### src/hw/rtl/lztd_pkg.sv
// Shared types and constants for the LZ77 token decoder.
// No dependencies; imported by every module of the block but lztd_ram.
package lztd_pkg;

  // Fixed field widths
  localparam int unsigned OFF_W  = 13;
  localparam int unsigned LEN_W  = 6;
  localparam int unsigned BYTE_W = 8;

  // Stream data widths, padded to whole bytes
  localparam int unsigned IN_TDATA_W  = 32;
  localparam int unsigned OUT_TDATA_W = 8;

  // Parameter defaults
  localparam int unsigned HISTORY_DEPTH_DEF = 4096;
  localparam int unsigned MAX_MATCH_DEF     = 63;

  // Commands from the controller to the datapath
  typedef struct packed {
    logic load_token;  // capture the accepted token
    logic rd_hist;     // read history at write pointer minus offset
    logic copy_emit;   // emit the read byte and append it to history
    logic lit_emit;    // emit the literal and append it to history
  } lztd_cmd_t;

  // Status from the datapath to the controller
  typedef struct packed {
    logic in_copy;     // accepted token has a valid match to copy
    logic cnt_last;    // one copied byte remains
    logic out_free;    // output register can take a byte this cycle
  } lztd_sts_t;

endpackage

### src/hw/rtl/lztd_ctrl.sv
// Controller state machine of the LZ77 token decoder.
// Depends on lztd_pkg for the command and status structs.
module lztd_ctrl import lztd_pkg::*; (
  input  logic      clk_i,
  input  logic      rst_ni,
  input  logic      in_valid_i,
  output logic      in_ready_o,
  input  lztd_sts_t sts_i,
  output lztd_cmd_t cmd_o
);

  typedef enum logic [1:0] {
    S_IDLE,
    S_READ,
    S_COPY,
    S_LIT
  } state_e;

  state_e state_q;
  logic   ready_q;
  logic   accept;

  assign accept     = in_valid_i && ready_q;
  assign in_ready_o = ready_q;

  // Decode commands from the current state
  always_comb begin
    cmd_o            = '0;
    cmd_o.load_token = accept;
    case (state_q)
      S_IDLE:  ;
      S_READ:  cmd_o.rd_hist   = 1'b1;
      S_COPY:  cmd_o.copy_emit = sts_i.out_free;
      S_LIT:   cmd_o.lit_emit  = sts_i.out_free;
      default: ;
    endcase
  end

  // Advance state and the registered ready
  always_ff @(posedge clk_i or negedge rst_ni) begin
    if (!rst_ni) begin
      state_q <= S_IDLE;
      ready_q <= 1'b0;
    end else begin
      case (state_q)
        S_IDLE: begin
          if (accept) begin
            ready_q <= 1'b0;
            state_q <= sts_i.in_copy ? S_READ : S_LIT;
          end else begin
            ready_q <= 1'b1;
          end
        end
        S_READ: begin
          state_q <= S_COPY;
        end
        S_COPY: begin
          if (sts_i.out_free) begin
            state_q <= sts_i.cnt_last ? S_LIT : S_READ;
          end
        end
        S_LIT: begin
          if (sts_i.out_free) begin
            state_q <= S_IDLE;
            ready_q <= 1'b1;
          end
        end
        default: begin
          state_q <= S_IDLE;
          ready_q <= 1'b0;
        end
      endcase
    end
  end

endmodule

### config.mk
export PLATFORM = sky130hd
export DESIGN_NAME = lztd_ctrl
export DESIGN_NICKNAME = d
export VERILOG_FILES = /design/src/hw/rtl/lztd_pkg.sv /design/src/hw/rtl/lztd_ctrl.sv
export SDC_FILE = /design/constraint.sdc
export NUM_CORES = 1
export LEC_CHECK = 0
export ABC_AREA = 1
export BUFFER_PORTS_ARGS = -buffer_cell sky130_fd_sc_hd__buf_2
export CAP_MARGIN = 20
export CORE_AREA = 2 2 39 41
export CTS_BUF_LIST = sky130_fd_sc_hd__clkbuf_2 sky130_fd_sc_hd__clkbuf_4 sky130_fd_sc_hd__clkbuf_8
export DETAILED_ROUTE_END_ITERATION = 12
export DIE_AREA = 0 0 41 43
export HOLD_SLACK_MARGIN = 0.1
export SLEW_MARGIN = 20
export SYNTH_ARGS = -nofsm -noshare
export SYNTH_HDL_FRONTEND = slang
export SYNTH_SLANG_ARGS = --single-unit
### constraint.sdc
create_clock -name clk_i -period 1.3 [get_ports clk_i]
set_clock_uncertainty 0.15 [all_clocks]
set_input_delay 0.065 -clock clk_i [delete_from_list [all_inputs] [get_ports clk_i]]
set_output_delay 0.065 -clock clk_i [all_outputs]
set_load 0.005 [all_outputs]
Word-level counts from Yosys, hierarchy flattened
Cells that the tools add are included.
- multiplexer cells: 12
- equal/unequal tests: 6
- reduce and logical (&&, ||, !) cells: 5
- operators by type and width (operator ; count):
    2-bit 2-to-1 mux ; 5
    2-bit one-hot mux with 4 select lines ; 1
    2-bit != test (second input constant) ; 3
    1-bit 2-to-1 mux ; 5
    2-bit == test (second input constant) ; 2
    3-bit AND reduction ; 1
    2-bit by 1-bit == test with 1-bit output (second input constant) ; 1
    2-bit zero test ; 1
    1-bit one-hot mux with 2 select lines ; 1
    2-bit AND reduction ; 1
    2-bit nonzero test ; 1
    1-bit logical AND ; 1
- register bits after elaboration: 3
- bits of input ports: 6
- output and inout bits: 5
- word-level logic and storage cells: 25

Depth between registers and ports, before layout
- depth in word-level cells: 3
- mapped depth: 5
- depth with buffers taken out: 5

Worst setup path after synthesis
OpenSTA, ideal clock, no wires.
- path type: flip-flop to flip-flop
- from: register state_q[1]
- to: register state_q[0]
- stages on the path, launching flop included: 6
- library setup time: 117 ps
- period minus slack after synthesis: 1015 ps
- arrival time: 748 ps
- path buffers: 1
- path slack: 285 ps
- data required time: 1033 ps
- cells stage by stage: dfrtp_1 buf_6 nor2_2 nand2_2 nand3_1 nand2_1
- longest elaborated chain between the ends: 3
- elaborated cells on any way between the ends: 9
- classes of those cells: eq/ne: 6; mux: 1; reduce/logical: 2
- RTL lines (what ; line ; text):
    from (decl) ; lztd_ctrl.sv:19 ; state_e state_q;
    from (signal assigned) ; lztd_ctrl.sv:49 ; state_q <= sts_i.in_copy ? S_READ : S_LIT;
    from (signal assigned) ; lztd_ctrl.sv:59 ; state_q <= sts_i.cnt_last ? S_LIT : S_READ;
    2-bit == test or 2-bit zero test (tied branches) ; lztd_ctrl.sv:45 ; case (state_q)
    2-bit != test (no line) ; - ;
    3-bit AND reduction (no line) ; - ;
Parallel ways exist; a longest one is shown, timed or not.
A chain may end at the register's enable or synchronous reset.

==> flow_metrics.tcl <==
set metrics [dict create \
    drtIter0Drc 1 \
    worst_r2r_startpoint "state_q[0]" \
    p_per_area_mw_per_mm2 1947 \
    seq_area_frac_synth 0.3871 \
    synth_top_family_by_area "simple AND/OR/NAND/NOR gates" \
    ff2ff_setup_slack_ns 0.26 \
    cts.sinks 3 \
    drc 0 \
    ant_nets 0 \
    wl_um 423 \
    cp.depth 5 \
    cts-root-buf "clkbuf_4" \
    synth-compound-area-share 0.02581 \
    start_kind "input port" \
    synth.avg_cell_area_um2 7.183 \
    critical_path.cell_chain "dlygate4sd3_1 -> buf_2 -> nand3_1 -> inv_1 -> buf_2" \
    slew_headroom 0.9004 \
    ys.warnings.count 0 \
    clkTransAtPathRegs_ns 0.04 \
    die-width_um 41 \
    detail_route.first_pass.iterations 2 \
    cts_tree "yes" \
    stdcell_count 61 \
    fin_crit_ns 1.203 \
    postCtsSetupRepairBufs 0 \
    viasPerCell 3.689 \
    num_antenna_cells 0 \
    synth_fa_ha_area_frac 0 \
    nets 52 \
    critPathKind "input port to primary output" \
    synth.net_count 33 \
    clkPwrFrac 0.286 \
    status "finished, final reports clean" \
    cp.required_ns 1.09 \
    synthMuxAreaShare 0 \
    antenna_found_initial 0 \
    ios 11 \
    initial_core_util 0.1401 \
    hold_violations 0 \
    die_y_um 43 \
    gp_congestion 0.7597 \
    crit_path_max_fanout 3 \
    grt_remaining_overflow 0 \
    ctsLongestPathBuffers 2 \
    core_mm2 0.001384 \
    p_int_uw 406.6 \
    synth_seq_cells 3 \
    h-tree-depth 1 \
    path_buf_inv 4 \
    dieArea_mm2 0.001763 \
    tightest_slew_ns 0.1494 \
    dp.cells 51 \
    final_util 0.2441 \
    grt_pass1_wl_um 641 \
    synth_xor_area_frac 0 \
    final_cell_mix "buf_2 (10), nand2_1 (8), dlygate4sd3_1 (6)" \
    cp_top_family "buffers and inverters" \
    grt_pass1_vias 198 \
    whs_ns 0.3727 \
    min_period_over_period 0.9252 \
    peakVddDrop_mv 0.5375 \
    layout_commonest_cell "buf_2" \
    grtUsageTotal 0.06237 \
    drive_gt1_frac 0.4444 \
    synth-simple-area-share 0.4129 \
    pwr-share-comb 0.376 \
    endpoint_kind "primary output" \
    slowest_stage "dlygate4sd3_1" \
    arrival_ns 0.99 \
    grt_max_degree 9 \
    crit_path_start "sts_i[0]" \
    port_buffers 10 \
    vias 225 \
    p_leak_uw 0.0001901 \
    synth_cells 27 \
    rsz0062_at_grt "no" \
    area_delta_synth_final_pct 74.19 \
    switching_share 0.3818 \
    critPathMaxStageDelay_ns 0.53 \
    crit_path_frequent_cell "buf_2" \
    switchingPower_uw 251.1 \
    syn_area_um2 193.9 \
    finalSetupTns_ns 0 \
    drv_cap 0 \
    cts_buffers 3 \
    routedWlPerCell_um 6.934 \
    dpl_worst_slack_ns 0.2388 \
    regToRegEndpoint "state_q[0]" \
    rows 14 \
    setup_violations 0 \
    power_frac_seq 0.338 \
    max_freq_mhz 831.4 \
    setup_ws_ns 0.09721 \
    worst_r2r_path_depth 4 \
    clkLatencyLatePin_ns 0.24 \
    synth.distinct_cells 12 \
    hp-class "flip-flop to flip-flop" \
    setup.worst_path.end "cmd_o[0]" \
    slew_violations 0 \
]
## power by group through the flow
stage / clock network, uW / registers (uW) / logic, uW
floorplan: 0 / 183 / 224
global placement: 0 / 217 / 238
detailed placement: 0 / 216 / 237
CTS: 199 / 215 / 252
global route: 204 / 230 / 282
finish: 188 / 222 / 247
## flip-flops by register name, summed over array words and instances (netlist names)
signal and cells:
in_ready_o 1, state_q 2
## worst min path at each step
stage	start	endpoint	slack, ns	cells past startpoint
6_report	in_ready_o	in_ready_o	0.37	2
5_1_grt	in_ready_o	in_ready_o	0.40	2
4_1_cts	in_ready_o	in_ready_o	0.38	2
3_5_place_dp	rst_ni	state_q[0]	-0.29	1
3_3_place_gp	rst_ni	in_ready_o	-0.29	1
2_1_floorplan	rst_ni	in_ready_o	-0.38	0
## repair_timing
action	in CTS	in global routing
gates resized for setup	0	2
endpoints found under the setup margin	0	1
hold buffers	6	0
hold endpoints to repair	6	0
## logic make-up (layout without fill, tap and decap cells)
logic type,Yosys count,in the layout
flip-flops,3,3
buffers and inverters,6,24
AO/OA/AOI/OAI,1,1
AND/OR/NAND/NOR,17,17
## cell type report
cell class,instances,area (um2)
Clock buffer,4,30.03
Fill cell,158,1046
Inverter,4,15.01
Multi-Input combinational cell,18,85.08
Sequential cell,3,77.57
Tap cell,16,20.02
Timing Repair Buffer,16,110.1
## stage by stage
step | power, uW | instance area, um2
floorplan | 406.5 | 193.9
global placement | 455.3 | 245.2
detailed placement | 453.0 | 245.2
CTS | 665.5 | 335.3
global route | 715.3 | 337.8
finish | 657.7 | 337.8
## worst register-to-register path, cell delays in order, from the launching register on
cell and delay (ns):
dfrtp_2 0.44, nor2_2 0.15, nand2_2 0.08, nand3_1 0.07
nand2_1 0.05
## per-layer routing
| metal | share of wire | vias up | track usage |
|---|---|---|---|
| met3 | 0.045 | 2 | 0.03141 |
| met2 | 0.44 | 8 | 0.07813 |
| li1 | - | 117 | - |
| met1 | 0.48 | 98 | 0.05178 |
| met5 | 0 | - | 0 |
| met4 | 0.033 | 0 | 0.1000 |
## cell usage after synthesis
cell	n	share of area
nand3_1	4	0.10
nand2_2	1	0.032
o21ai_0	1	0.026
nand3_2	1	0.052
nor2_1	2	0.039
buf_4	1	0.039
nand2_1	8	0.15
nor2_2	1	0.032
inv_1	3	0.058
buf_6	1	0.058
dfrtp_1	3	0.39
inv_2	1	0.019
Note: power is estimated with default switching activity, not from simulation.
